## config.mk

```make
export PLATFORM = sky130hd
export DESIGN_NAME = arp_responder_and_cache_top
export DESIGN_NICKNAME = d
export VERILOG_FILES = /design/src/hdl/arpc_pkg.sv /design/src/hdl/arpc_cell.sv /design/src/hdl/arp_responder_and_cache_top.sv
export SDC_FILE = /design/constraint.sdc
export NUM_CORES = 2
export LEC_CHECK = 0
export BUFFER_PORTS_ARGS = -buffer_cell sky130_fd_sc_hd__buf_2
export CELL_PAD_IN_SITES_DETAIL_PLACEMENT = 0
export CELL_PAD_IN_SITES_GLOBAL_PLACEMENT = 1
export CORE_ASPECT_RATIO = 0.8
export CORE_MARGIN = 3
export CORE_UTILIZATION = 40
export CTS_CLUSTER_DIAMETER = 50
export DETAILED_ROUTE_END_ITERATION = 10
export PLACE_DENSITY = 0.66
export RECOVER_POWER = 100
export SYNTH_ARGS = -nofsm -noshare
export SYNTH_HDL_FRONTEND = slang
export SYNTH_SLANG_ARGS = --single-unit
```

## constraint.sdc

```tcl
create_clock -name i_clk -period 8.1 [get_ports i_clk]
set_clock_uncertainty 0.05 [all_clocks]
set_input_delay 0 -clock i_clk [delete_from_list [all_inputs] [get_ports i_clk]]
set_output_delay 0 -clock i_clk [all_outputs]
set_load 0.005 [all_outputs]
```

## src/hdl/arpc_pkg.sv

```systemverilog
`default_nettype none

package arpc_pkg;

    // Number of table entries, and hence cells in the chain.
    localparam int ENTRIES = 16;

    // Width of the configuration register index.
    localparam int CFG_IDX_W = 4;

    // Configuration register indexes.
    localparam logic [CFG_IDX_W-1:0] REG_OWN_IP  = 4'd0;
    localparam logic [CFG_IDX_W-1:0] REG_OWN_MAC = 4'd1;

    localparam logic [31:0] RESET_OWN_IP = 32'h0A00_020F;

    // ARP operation codes.
    localparam logic [15:0] OPER_REQUEST = 16'd1;
    localparam logic [15:0] OPER_REPLY   = 16'd2;

    // Input command codes.
    localparam logic CMD_PACKET = 1'b0;
    localparam logic CMD_LOOKUP = 1'b1;

    // Result kinds.
    localparam logic [2:0] KIND_IGNORED = 3'd0;
    localparam logic [2:0] KIND_REPLY   = 3'd1;
    localparam logic [2:0] KIND_STORED  = 3'd2;
    localparam logic [2:0] KIND_FULL    = 3'd3;
    localparam logic [2:0] KIND_HIT     = 3'd4;
    localparam logic [2:0] KIND_MISS    = 3'd5;

    typedef struct packed {
        logic        command;
        logic [15:0] arp_oper;
        logic [31:0] sender_ip;
        logic [47:0] sender_mac;
        logic [31:0] tgt_ip;
        logic [31:0] query_ip;
    } t_in_item;

    typedef struct packed {
        logic [2:0]  result_kind;
        logic [47:0] reply_dst_mac;
        logic [31:0] reply_dst_ip;
        logic [47:0] found_mac;
    } t_out_item;

    // Operation travelling along the chain of cells. On an insert, mac holds
    // the MAC to store; on a lookup it collects the MAC of the matching entry.
    typedef struct packed {
        logic        active;
        logic        lookup;
        logic        done;
        logic [31:0] ip;
        logic [47:0] mac;
    } t_token;

endpackage

`default_nettype wire

```

## src/hdl/arpc_cell.sv

```systemverilog
`default_nettype none

module arpc_cell (
    input  wire                  i_clk,
    input  wire                  i_rst_n,
    input  wire arpc_pkg::t_token i_tok,
    output arpc_pkg::t_token     o_tok
);

    logic             r_valid;
    logic [31:0]      r_ip;
    logic [47:0]      r_mac;
    arpc_pkg::t_token r_tok;
    arpc_pkg::t_token n_tok;

    logic w_pending;
    logic w_hit;
    logic w_ins;

    assign w_pending = i_tok.active && !i_tok.done;
    assign w_hit     = w_pending && i_tok.lookup && r_valid && (r_ip == i_tok.ip);
    assign w_ins     = w_pending && !i_tok.lookup && !r_valid;

    always_comb begin
        n_tok = i_tok;
        if (w_hit) begin
            n_tok.done = 1'b1;
            n_tok.mac  = r_mac;
        end else if (w_ins) begin
            n_tok.done = 1'b1;
        end
    end

    always_ff @(posedge i_clk) begin
        if (!i_rst_n) begin
            r_valid      <= 1'b0;
            r_tok.active <= 1'b0;
        end else begin
            r_tok <= n_tok;
            if (w_ins) begin
                r_valid <= 1'b1;
            end
        end
    end

    // Entry contents need no reset: they are only read behind r_valid.
    always_ff @(posedge i_clk) begin
        if (w_ins) begin
            r_ip  <= i_tok.ip;
            r_mac <= i_tok.mac;
        end
    end

    assign o_tok = r_tok;

endmodule

`default_nettype wire

```

## src/hdl/arp_responder_and_cache_top.sv

```systemverilog
// Channel   Direction  Handshake                Payload
// in        input      i_in_valid / o_in_stall  i_in_data  (arpc_pkg::t_in_item)
// out       output     o_out_valid / i_out_stall o_out_data (arpc_pkg::t_out_item)
// cfg       input      i_cfg_valid / o_cfg_ready i_cfg_index, i_cfg_data
//
// A lookup or an ARP reply walks the ENTRIES cells one per cycle, and its result is
// registered as it leaves the last cell; anything else is registered at acceptance.
// One transaction is in flight at a time; the next input is taken while the
// previous result still waits in the output register.
// Reset is synchronous and active low; it clears every entry's valid bit.
// A stalled output holds its payload; configuration is always ready.
`default_nettype none

module arp_responder_and_cache_top (
    input  wire                              i_clk,
    input  wire                              i_rst_n,
    input  wire                              i_in_valid,
    output logic                             o_in_stall,
    input  wire arpc_pkg::t_in_item          i_in_data,
    output logic                             o_out_valid,
    input  wire                              i_out_stall,
    output arpc_pkg::t_out_item              o_out_data,
    input  wire                              i_cfg_valid,
    output logic                             o_cfg_ready,
    input  wire [arpc_pkg::CFG_IDX_W-1:0]    i_cfg_index,
    input  wire [47:0]                       i_cfg_data
);

    // Own IP register. The own MAC index is accepted as a write, but no
    // result field carries it, so it is not held here.
    logic [31:0] r_own_ip;

    // r_busy is set from acceptance of a transaction until its result has
    // moved into the output register.
    logic                r_busy;
    arpc_pkg::t_token    r_launch;
    arpc_pkg::t_out_item r_res;
    logic                r_res_ready;
    arpc_pkg::t_out_item r_out;
    logic                r_out_valid;

    arpc_pkg::t_token    w_tok [arpc_pkg::ENTRIES+1];
    arpc_pkg::t_token    w_end;
    arpc_pkg::t_out_item w_imm;
    arpc_pkg::t_out_item w_chain_res;
    logic                w_accept;
    logic                w_scan;
    logic                w_move;

    assign o_cfg_ready = 1'b1;
    assign o_in_stall  = r_busy;
    assign w_accept    = i_in_valid && !r_busy;

    // Lookups and ARP replies need the table; everything else is decided here.
    assign w_scan = (i_in_data.command == arpc_pkg::CMD_LOOKUP) ||
                    (i_in_data.arp_oper == arpc_pkg::OPER_REPLY);

    always_comb begin
        w_imm = '0;
        if ((i_in_data.arp_oper == arpc_pkg::OPER_REQUEST) &&
            (i_in_data.tgt_ip == r_own_ip)) begin
            w_imm.result_kind   = arpc_pkg::KIND_REPLY;
            w_imm.reply_dst_mac = i_in_data.sender_mac;
            w_imm.reply_dst_ip  = i_in_data.sender_ip;
        end else begin
            w_imm.result_kind   = arpc_pkg::KIND_IGNORED;
        end
    end

    // The chain: cell 0 takes the launched token, the last cell hands it back.
    assign w_tok[0] = r_launch;

    for (genvar g = 0; g < arpc_pkg::ENTRIES; g++) begin : g_cell
        arpc_cell u_cell (
            .i_clk   (i_clk),
            .i_rst_n (i_rst_n),
            .i_tok   (w_tok[g]),
            .o_tok   (w_tok[g+1])
        );
    end

    assign w_end = w_tok[arpc_pkg::ENTRIES];

    always_comb begin
        w_chain_res = '0;
        if (w_end.lookup) begin
            if (w_end.done) begin
                w_chain_res.result_kind = arpc_pkg::KIND_HIT;
                w_chain_res.found_mac   = w_end.mac;
            end else begin
                w_chain_res.result_kind = arpc_pkg::KIND_MISS;
            end
        end else begin
            w_chain_res.result_kind = w_end.done ? arpc_pkg::KIND_STORED
                                                 : arpc_pkg::KIND_FULL;
        end
    end

    // The held result moves on once the output register is free or draining.
    assign w_move = r_res_ready && (!r_out_valid || !i_out_stall);

    always_ff @(posedge i_clk) begin
        if (!i_rst_n) begin
            r_own_ip        <= arpc_pkg::RESET_OWN_IP;
            r_busy          <= 1'b0;
            r_launch.active <= 1'b0;
            r_res_ready     <= 1'b0;
            r_out_valid     <= 1'b0;
        end else begin
            if (i_cfg_valid && (i_cfg_index == arpc_pkg::REG_OWN_IP)) begin
                r_own_ip <= i_cfg_data[31:0];
            end

            r_launch.active <= 1'b0;
            if (w_accept) begin
                r_busy <= 1'b1;
                if (w_scan) begin
                    r_launch.active <= 1'b1;
                    r_launch.lookup <= (i_in_data.command == arpc_pkg::CMD_LOOKUP);
                    r_launch.done   <= 1'b0;
                    if (i_in_data.command == arpc_pkg::CMD_LOOKUP) begin
                        r_launch.ip  <= i_in_data.query_ip;
                        r_launch.mac <= '0;
                    end else begin
                        r_launch.ip  <= i_in_data.sender_ip;
                        r_launch.mac <= i_in_data.sender_mac;
                    end
                end else begin
                    r_res       <= w_imm;
                    r_res_ready <= 1'b1;
                end
            end else if (w_end.active) begin
                r_res       <= w_chain_res;
                r_res_ready <= 1'b1;
            end else if (w_move) begin
                r_res_ready <= 1'b0;
                r_busy      <= 1'b0;
            end

            if (w_move) begin
                r_out       <= r_res;
                r_out_valid <= 1'b1;
            end else if (r_out_valid && !i_out_stall) begin
                r_out_valid <= 1'b0;
            end
        end
    end

    assign o_out_valid = r_out_valid;
    assign o_out_data  = r_out;

`ifndef ASSERT_OFF
    // A held result always belongs to a transaction still in flight.
    a_res_busy: assert property (@(posedge i_clk) disable iff (!i_rst_n)
        r_res_ready |-> r_busy)
        else $error("held result without a transaction in flight");

    // A token leaving the chain never finds the holding register occupied.
    a_end_free: assert property (@(posedge i_clk) disable iff (!i_rst_n)
        w_end.active |-> !r_res_ready)
        else $error("chain result would overwrite a held result");

    // When idle, nothing is left travelling along the chain.
    a_idle_empty: assert property (@(posedge i_clk) disable iff (!i_rst_n)
        !r_busy |-> (!w_end.active && !r_launch.active))
        else $error("token in the chain while idle");

    // Acceptance either launches a token or holds a result at once.
    a_accept: assert property (@(posedge i_clk) disable iff (!i_rst_n)
        w_accept |=> (r_busy && (r_launch.active || r_res_ready)))
        else $error("accepted transaction produced no work");
`endif

endmodule

`default_nettype wire

```

## Word-level counts from Yosys, hierarchy flattened

Index checks and enable logic that the tools add are counted.

| word-level totals | value |
|---|---|
| logic and storage cells | 379 |
| output and inout bits | 134 |
| flip-flop bits (word level) | 2971 |
| input bits | 218 |

| cells by class | value |
|---|---|
| equality and inequality tests | 21 |
| muxes and demuxes | 36 |
| reduce and logical (&&, ||, !) cells | 179 |

Operators with widths:

| kind | count |
|---|---|
| two-way mux 48 bit | 18 |
| == test 32 bit | 17 |
| two-way mux 131 bit | 3 |
| two-way mux 80 bit | 2 |
| logical AND 1 bit | 100 |
| two-way mux 83 bit | 1 |
| zero test 1 bit | 50 |
| OR reduction 2 bit | 16 |
| == test 16 x 1 -> 1 bit, second input constant | 1 |
| == test 16 x 2 -> 1 bit, second input constant | 1 |
| two-way mux 1 bit | 11 |
| AND reduction 2 bit | 4 |
| AND reduction 3 bit | 2 |
| nonzero test 2 bit | 3 |
| zero test 4 bit | 1 |
| != test 2 bit, second input constant | 2 |
| two-way mux 3 bit | 1 |
| nonzero test 3 bit | 1 |
| logical OR 1 bit | 2 |

## Longest topological paths before layout

| logic depth | value |
|---|---|
| depth after elaboration | 6 |
| depth in mapped cells | 7 |
| depth with buffers taken out | 5 |

## Hierarchy

Synthesis repeated with hierarchy kept, for this count alone.

| second synthesis, totals | value |
|---|---|
| cells, all modules | 5196 |
| area, all modules | 108481.5 um^2 |

Modules (own cells, without submodules):

| module | area an instance (um^2) | instances | sequential area each (um^2) | cells each |
|---|---|---|---|---|
| arpc_cell | 5878.1 | 16 | 4904.7 | 267 |
| arp_responder_and_cache_top | 14431.3 | 1 | 11020.6 | 924 |

## Worst setup path after synthesis

No wires, ideal clock.

| timing | value |
|---|---|
| path kind | register -> register |
| from | register r_busy, in the netlist o_in_stall |
| to | register r_res[0] (netlist bit), enable pin |
| stages on the path, launching flop included | 4 |
| required time | 7427 ps |
| data arrival time | 6145 ps |
| setup time | 623 ps |
| setup slack | 1282 ps |
| path through | dfxtp_1 > nor2b_1 > mux2i_1 > nor2_1 |

| on the way | value |
|---|---|
| longest elaborated chain between the ends | 4 |
| elaborated cells between the ends (all ways) | 5 |
| those cells by class | eq/ne (1); reduce/logical (4) |

Ends and longest elaborated chain:

| element | RTL line | text |
|---|---|---|
| from (decl) | arp_responder_and_cache_top.sv:35 | `logic r_busy;` |
| from (signal assigned) | arp_responder_and_cache_top.sv:105 | `r_busy <= 1'b0;` |
| from (signal assigned) | arp_responder_and_cache_top.sv:116 | `r_busy <= 1'b1;` |
| from (signal assigned) | arp_responder_and_cache_top.sv:137 | `r_busy <= 1'b0;` |
| zero test 1 bit * | arp_responder_and_cache_top.sv:52 | `assign w_accept = i_in_valid && !r_busy;` |
| logical AND 1 bit * | arp_responder_and_cache_top.sv:52 |  |
| != test 2 bit (no line) / nonzero test 2 bit (equally long branches) | -- |  |
| AND reduction 3 bit (no line) * | -- |  |
| to (signal assigned) | arp_responder_and_cache_top.sv:129 | `r_res <= w_imm;` |
| to (signal assigned) | arp_responder_and_cache_top.sv:133 | `r_res <= w_chain_res;` |
| to (decl) | arp_responder_and_cache_top.sv:37 | `arpc_pkg::t_out_item r_res;` |

Mark *: on every way between the ends. The rest lies on a longest branch, timed or not.
A chain may end at the register's enable or synchronous reset.

## Worst setup path after layout

| timing | value |
|---|---|
| from | input i_rst_n |
| to | register g_cell[13].u_cell.r_tok (netlist bit g_cell[13].u_cell.o_tok[28]), enable pin |

RTL lines:

| element | RTL line | text |
|---|---|---|
| from (decl) | arp_responder_and_cache_top.sv:16 | `input wire i_rst_n,` |
| to (signal assigned) | arpc_cell.sv:39 | `r_tok <= n_tok;` |
| to (decl) | arpc_cell.sv:13 | `arpc_pkg::t_token r_tok;` |

No word-level cell between the ends.

==> impl.org <==
** Floorplanning
- The die covers 273000 sq um.
- Die height :: 468 microns
- Initial Util :: 40.5%
- The initialized floorplan defines 168 standard-cell rows.
- Pin placement for this block handled 352 I/O pins.
- The floorplan step set the die width to 583 microns.
- In this run the standard cell core region covers 264000 sq um.

** Clocking
- Worst-skew pair later-pin latency :: 0.82 ns
- In this run, post-CTS hold repair placed 329 buffers.
- H-tree depth :: 5
- Buffers inserted during clock tree synthesis total 306.
- Clock-pin slew was measured on the worst setup and hold paths at 0.06 ns.
- CTS saw 2971 sinks.
- TritonCTS built the clock tree.
- Post-CTS repair changed the size of 0 cells.
- Root cell of the clock tree :: sky130_fd_sc_hd__clkbuf_16
- Buffers inserted by post-CTS timing repair :: 0
- Maximum root-to-sink buffer count :: 4

** Logic synthesis
- Synthesized area per cell :: 21.1 sq um
- Proportion of netlist area held by the largest area contributor :: 81.7%
- Of all cell types, the one taking the most synthesized area is sky130_fd_sc_hd__edfxtp_1.
- Number of warning messages in the yosys log :: 0
- Summing the sequential cell areas from Yosys gives 83.0% of the chip area.
- Async set-or-reset flop fraction in the synthesized netlist :: 0%
- Ranked by total cell area, the synthesized netlist is headed by sky130_fd_sc_hd__edfxtp_1, sky130_fd_sc_hd__mux2_2, sky130_fd_sc_hd__xor2_1.
- Most frequently used flop master after synthesis :: sky130_fd_sc_hd__edfxtp_1
- The synthesized netlist occupies a cell area of 107000 sq um.
- Number of different library cells in the post-synthesis netlist :: 40
- The synthesized design contains 2971 register bits.
- Counting every net in the synthesized netlist gives 5267.
- The synthesized design contains 2903 enable-type register cells.
- The cell count after synthesis came out at 5049.

** Final layout
- The finished cells cover 125000 sq um.
- Final nets :: 6175
- Cells with a size suffix above 1 make up 20.7% of the layout.
- Final-layout fill cell count :: 21500
- Number of cells in the finished layout apart from fillers :: 9680
- Area growth from synthesis to layout :: 17.3%
- In the final layout, the multi-input gates occupy 17500 sq um.
- Across the whole layout, storage elements account for 88500 sq um.

** Power
- In this run the static leakage power is 40.9 nW.
- The design draws 0.0316 W.
- In this run the power density over the cells is 252 nW/um^2.
- Sequential fraction of design power :: 55.8%
- Part of the total power dissipated in the clock network :: 42.1%
- Fraction of power consumed by combinational cells :: 2.2%
- Worst IR Drop VDD :: 259 uV
- Switching power :: 0.00608 W
- In this run switching power makes up 19.3% of total power.
- Internal power contribution :: 0.0255 W

** STA
- The worst path uses 64.4% of the clock period.
- Post-layout minimum cycle time :: 5.22 ns
- Setup violations remaining at the end of the flow were counted as 0.
- Transition time at the pin with the least slew margin :: 6.01 ns
- Relative slew margins :: -301%
- Hold Vio Cnt, Final :: 0
- Fin worst setup slack :: 2.88 ns
- Setup repair after global routing left no endpoint under its margin.
- Adding up every negative setup slack in the final design gives 0 ns.
- Maximum clock frequency :: 192 MHz
- Max-slew violation count :: 3120

** Place
- The HPWL after detailed placement is 96.6 mm.
- Cell area after placement :: 113000 sq um
- After detailed placement, the design holds a cell count of 8805.
- Timing analysis after detailed placement gives a worst setup slack of 4.78 ns.
- Buffers placed on the I/O ports in this run total 334.
- Last weighted congestion value of the routability-driven placer :: 0.742

** Worst hold path
- Class of the tightest hold or removal check :: input port to flop
- In this run the most critical hold path is launched from i_in_data[145].
- Hold Path Sink :: r_launch[82]$_SDFF_PN0_
- WHS Path Cells :: 3

** Critical path
- The slowest stage of the critical path is the sky130_fd_sc_hd__clkbuf_1 cell.
- CP arrival :: 5.42 ns
- In this design, the stage delay of the slowest critical-path cell is 4.21 ns.
- The worst register-to-register path has a depth of 6.
- Worst R2R Setup Slack :: 2.99 ns
- The startpoint identified for the worst register-to-register timing path is r_launch[63]$_DFFE_PP_.
- Broken down by cell family, the worst path's largest delay share belongs to buffers and inverters.
- Critical Path Source Type :: input port
- Required time reported for the critical path endpoint :: 8.31 ns
- Total buffers and inverters traversed by the critical path :: 3
- Along the worst path, the maximum fanout reaches 118.
- Walking the worst path, the cells encountered are dlygate4sd3_1 -> buf_8 -> clkbuf_1.
- STA classifies the critical path endpoint as a flop.
- Crit Path Category :: input port to flop
- The worst register-to-register path ends at g_cell[0].u_cell.o_tok[10]$_DFFE_PP_.

** Global routing
- Summed over all layers, the global routing overflow is 0.
- Number of antenna violations at the first check in global routing :: 6
- Global Route Usage Sum :: 11.5%
- First-pass GRT wire length :: 256 mm
- Largest net degree at the start of global routing :: 188
- The number of global-route vias before repair was 45600.

** Outcome
- The flow ran to the end, but the final reports show violations.
- The checks that failed: capacitance limit, slew limit.

** Route
- In this run, the number of DRC markers left after iteration 0 of detailed routing was 2428.
- Dividing the detail-routed wire length by the instance count gives 16.1 microns.
- Post-DR vias/cell :: 4.48
- Vias after detailed routing :: 43400
- DRT antenna net count :: 0
- The first TritonRoute pass finished after 5 iterations.
- For this block, the routed nets add up to 156 mm of wire.
- Total DRC errors in the routed layout :: 0

** Job
- Max-cap violations in this run came to 53.
[final cells by class]
class	count	share of cell area [%]
tap	3485	3.49
sequential	2971	70.8
antenna	6	0.0120
timing repair buffer	717	4.10
clock buffer	378	6.54
multi-input combinational	1957	14.0
clock inverter	162	1.11
inverter	4	0.0120
[routing by layer]
layer | track usage, % | part of all wire [%] | vias up
li1 | - | - | 21400
met1 | 16.6 | 48 | 20900
met2 | 17.2 | 44 | 710
met3 | 2.67 | 4.7 | 326
met4 | 3.73 | 2.8 | 2
met5 | 0 | 0.0045 | -
[cells in the mapped netlist, types with 2 or more instances]
master and n:
sky130_fd_sc_hd__nor3_1 18, sky130_fd_sc_hd__nor4_2 16, sky130_fd_sc_hd__nor2_1 48, sky130_fd_sc_hd__mux2_1 135
sky130_fd_sc_hd__nand2_1 66, sky130_fd_sc_hd__nor2b_1 66, sky130_fd_sc_hd__nor3b_1 15, sky130_fd_sc_hd__or3_1 15
sky130_fd_sc_hd__and3_1 2, sky130_fd_sc_hd__buf_2 48, sky130_fd_sc_hd__nand4_1 50, sky130_fd_sc_hd__buf_1 2
sky130_fd_sc_hd__buf_6 15, sky130_fd_sc_hd__inv_1 3, sky130_fd_sc_hd__a21oi_1 27, sky130_fd_sc_hd__edfxtp_1 2903
sky130_fd_sc_hd__nand4b_1 15, sky130_fd_sc_hd__nand3_1 25, sky130_fd_sc_hd__dfxtp_1 68, sky130_fd_sc_hd__nor4_1 91
sky130_fd_sc_hd__xnor2_1 131, sky130_fd_sc_hd__clkbuf_1 34, sky130_fd_sc_hd__mux2_2 665, sky130_fd_sc_hd__xor2_1 412
sky130_fd_sc_hd__a31oi_1 2, sky130_fd_sc_hd__buf_4 18, sky130_fd_sc_hd__and2_1 146
[flip-flops by register name, summed over array words and instances, names as in the netlist]
| signal | flops |
|---|---|
| g_cell.u_cell.o_tok | 1296 |
| g_cell.u_cell.r_mac | 768 |
| g_cell.u_cell.r_ip | 512 |
| o_out_data | 131 |
| r_res | 131 |
| r_launch | 82 |
| r_own_ip | 32 |
| g_cell.u_cell.r_valid | 16 |
| o_in_stall | 1 |
| o_out_valid | 1 |
| r_res_ready | 1 |
[cells in the final DEF, fill, tap and decap left out, types with 18 or more instances in the layout]
| master | synthesis | final |
|---|---|---|
| sky130_fd_sc_hd__xnor2_1 | 131 | 131 |
| sky130_fd_sc_hd__mux2_1 | 135 | 202 |
| sky130_fd_sc_hd__nor2b_1 | 66 | 61 |
| sky130_fd_sc_hd__xor2_1 | 412 | 412 |
| sky130_fd_sc_hd__clkbuf_16 | 0 | 316 |
| sky130_fd_sc_hd__nor4_1 | 91 | 98 |
| sky130_fd_sc_hd__nor3_1 | 18 | 18 |
| sky130_fd_sc_hd__bufinv_16 | 0 | 18 |
| sky130_fd_sc_hd__clkbuf_1 | 34 | 199 |
| sky130_fd_sc_hd__buf_2 | 48 | 233 |
| sky130_fd_sc_hd__nor2_1 | 48 | 48 |
| sky130_fd_sc_hd__mux2_2 | 665 | 598 |
| sky130_fd_sc_hd__and2_0 | 0 | 64 |
| sky130_fd_sc_hd__nand4_1 | 50 | 50 |
| sky130_fd_sc_hd__nand2_1 | 66 | 66 |
| sky130_fd_sc_hd__dfxtp_1 | 68 | 68 |
| sky130_fd_sc_hd__nand3_1 | 25 | 25 |
| sky130_fd_sc_hd__and2_1 | 146 | 82 |
| sky130_fd_sc_hd__edfxtp_1 | 2903 | 2903 |
| sky130_fd_sc_hd__dlygate4sd3_1 | 0 | 329 |
| sky130_fd_sc_hd__a21oi_1 | 27 | 27 |
| sky130_fd_sc_hd__clkinv_1 | 0 | 60 |
| sky130_fd_sc_hd__clkinv_2 | 0 | 46 |
[power groups by stage]
stage	clock network, W	registers (W)	logic, W
2_1_floorplan	0	0.0178	0.000312
3_3_place_gp	0	0.0179	0.000580
3_5_place_dp	0	0.0179	0.000585
4_1_cts	0.0137	0.0176	0.000705
5_1_grt	0.0144	0.0177	0.000767
6_report	0.0133	0.0176	0.000687
[how the worst max path moves through the flow]
stage / startpoint / to / slack (ns) / cells after the start
2_1_floorplan: o_in_stall$_SDFFE_PN0P_ / r_res[0]$_SDFFCE_PP0P_ / 1.28 / 3
3_3_place_gp: i_rst_n / o_out_data[105]$_DFFE_PP_ / 4.84 / 4
3_5_place_dp: i_rst_n / o_out_data[105]$_DFFE_PP_ / 4.78 / 4
4_1_cts: o_in_stall$_SDFFE_PN0P_ / r_res[57]$_SDFFCE_PN0P_ / 4.68 / 7
5_1_grt: i_rst_n / g_cell[13].u_cell.o_tok[24]$_DFFE_PP_ / 2.36 / 3
6_report: i_rst_n / g_cell[13].u_cell.o_tok[28]$_DFFE_PP_ / 2.88 / 3
[worst register-to-register path, cell delays in order (launching register included)]
cell and delay (ns):
sky130_fd_sc_hd__edfxtp_1 0.43, sky130_fd_sc_hd__xor2_1 0.18, sky130_fd_sc_hd__nor4_1 0.33, sky130_fd_sc_hd__nand4_1 0.20, sky130_fd_sc_hd__nor4_1 1.39, sky130_fd_sc_hd__clkbuf_1 1.76, sky130_fd_sc_hd__mux2_2 0.52
[stage by stage]
stage	utilization, %	hold WS, ns
2_1_floorplan	-	0.0489
3_3_place_gp	42.8	0.164
3_5_place_dp	42.8	0.174
4_1_cts	47.7	0.000457
5_1_grt	47.5	0.0172
6_report	47.5	0.00799
[cells by family (layout without fill, tap and decap cells)]
logic type	count (synthesis)	after routing	share of synthesized area (%)
flops	2971	2971	83.0
simple gates	577	577	3.23
compound gates	35	35	0.183
other cells	1	7	0.00352
buf+inv	121	1261	0.651
xor+xnor	543	543	4.46
mux	801	801	8.46
No activity file was read; power rests on OpenSTA's default activity.
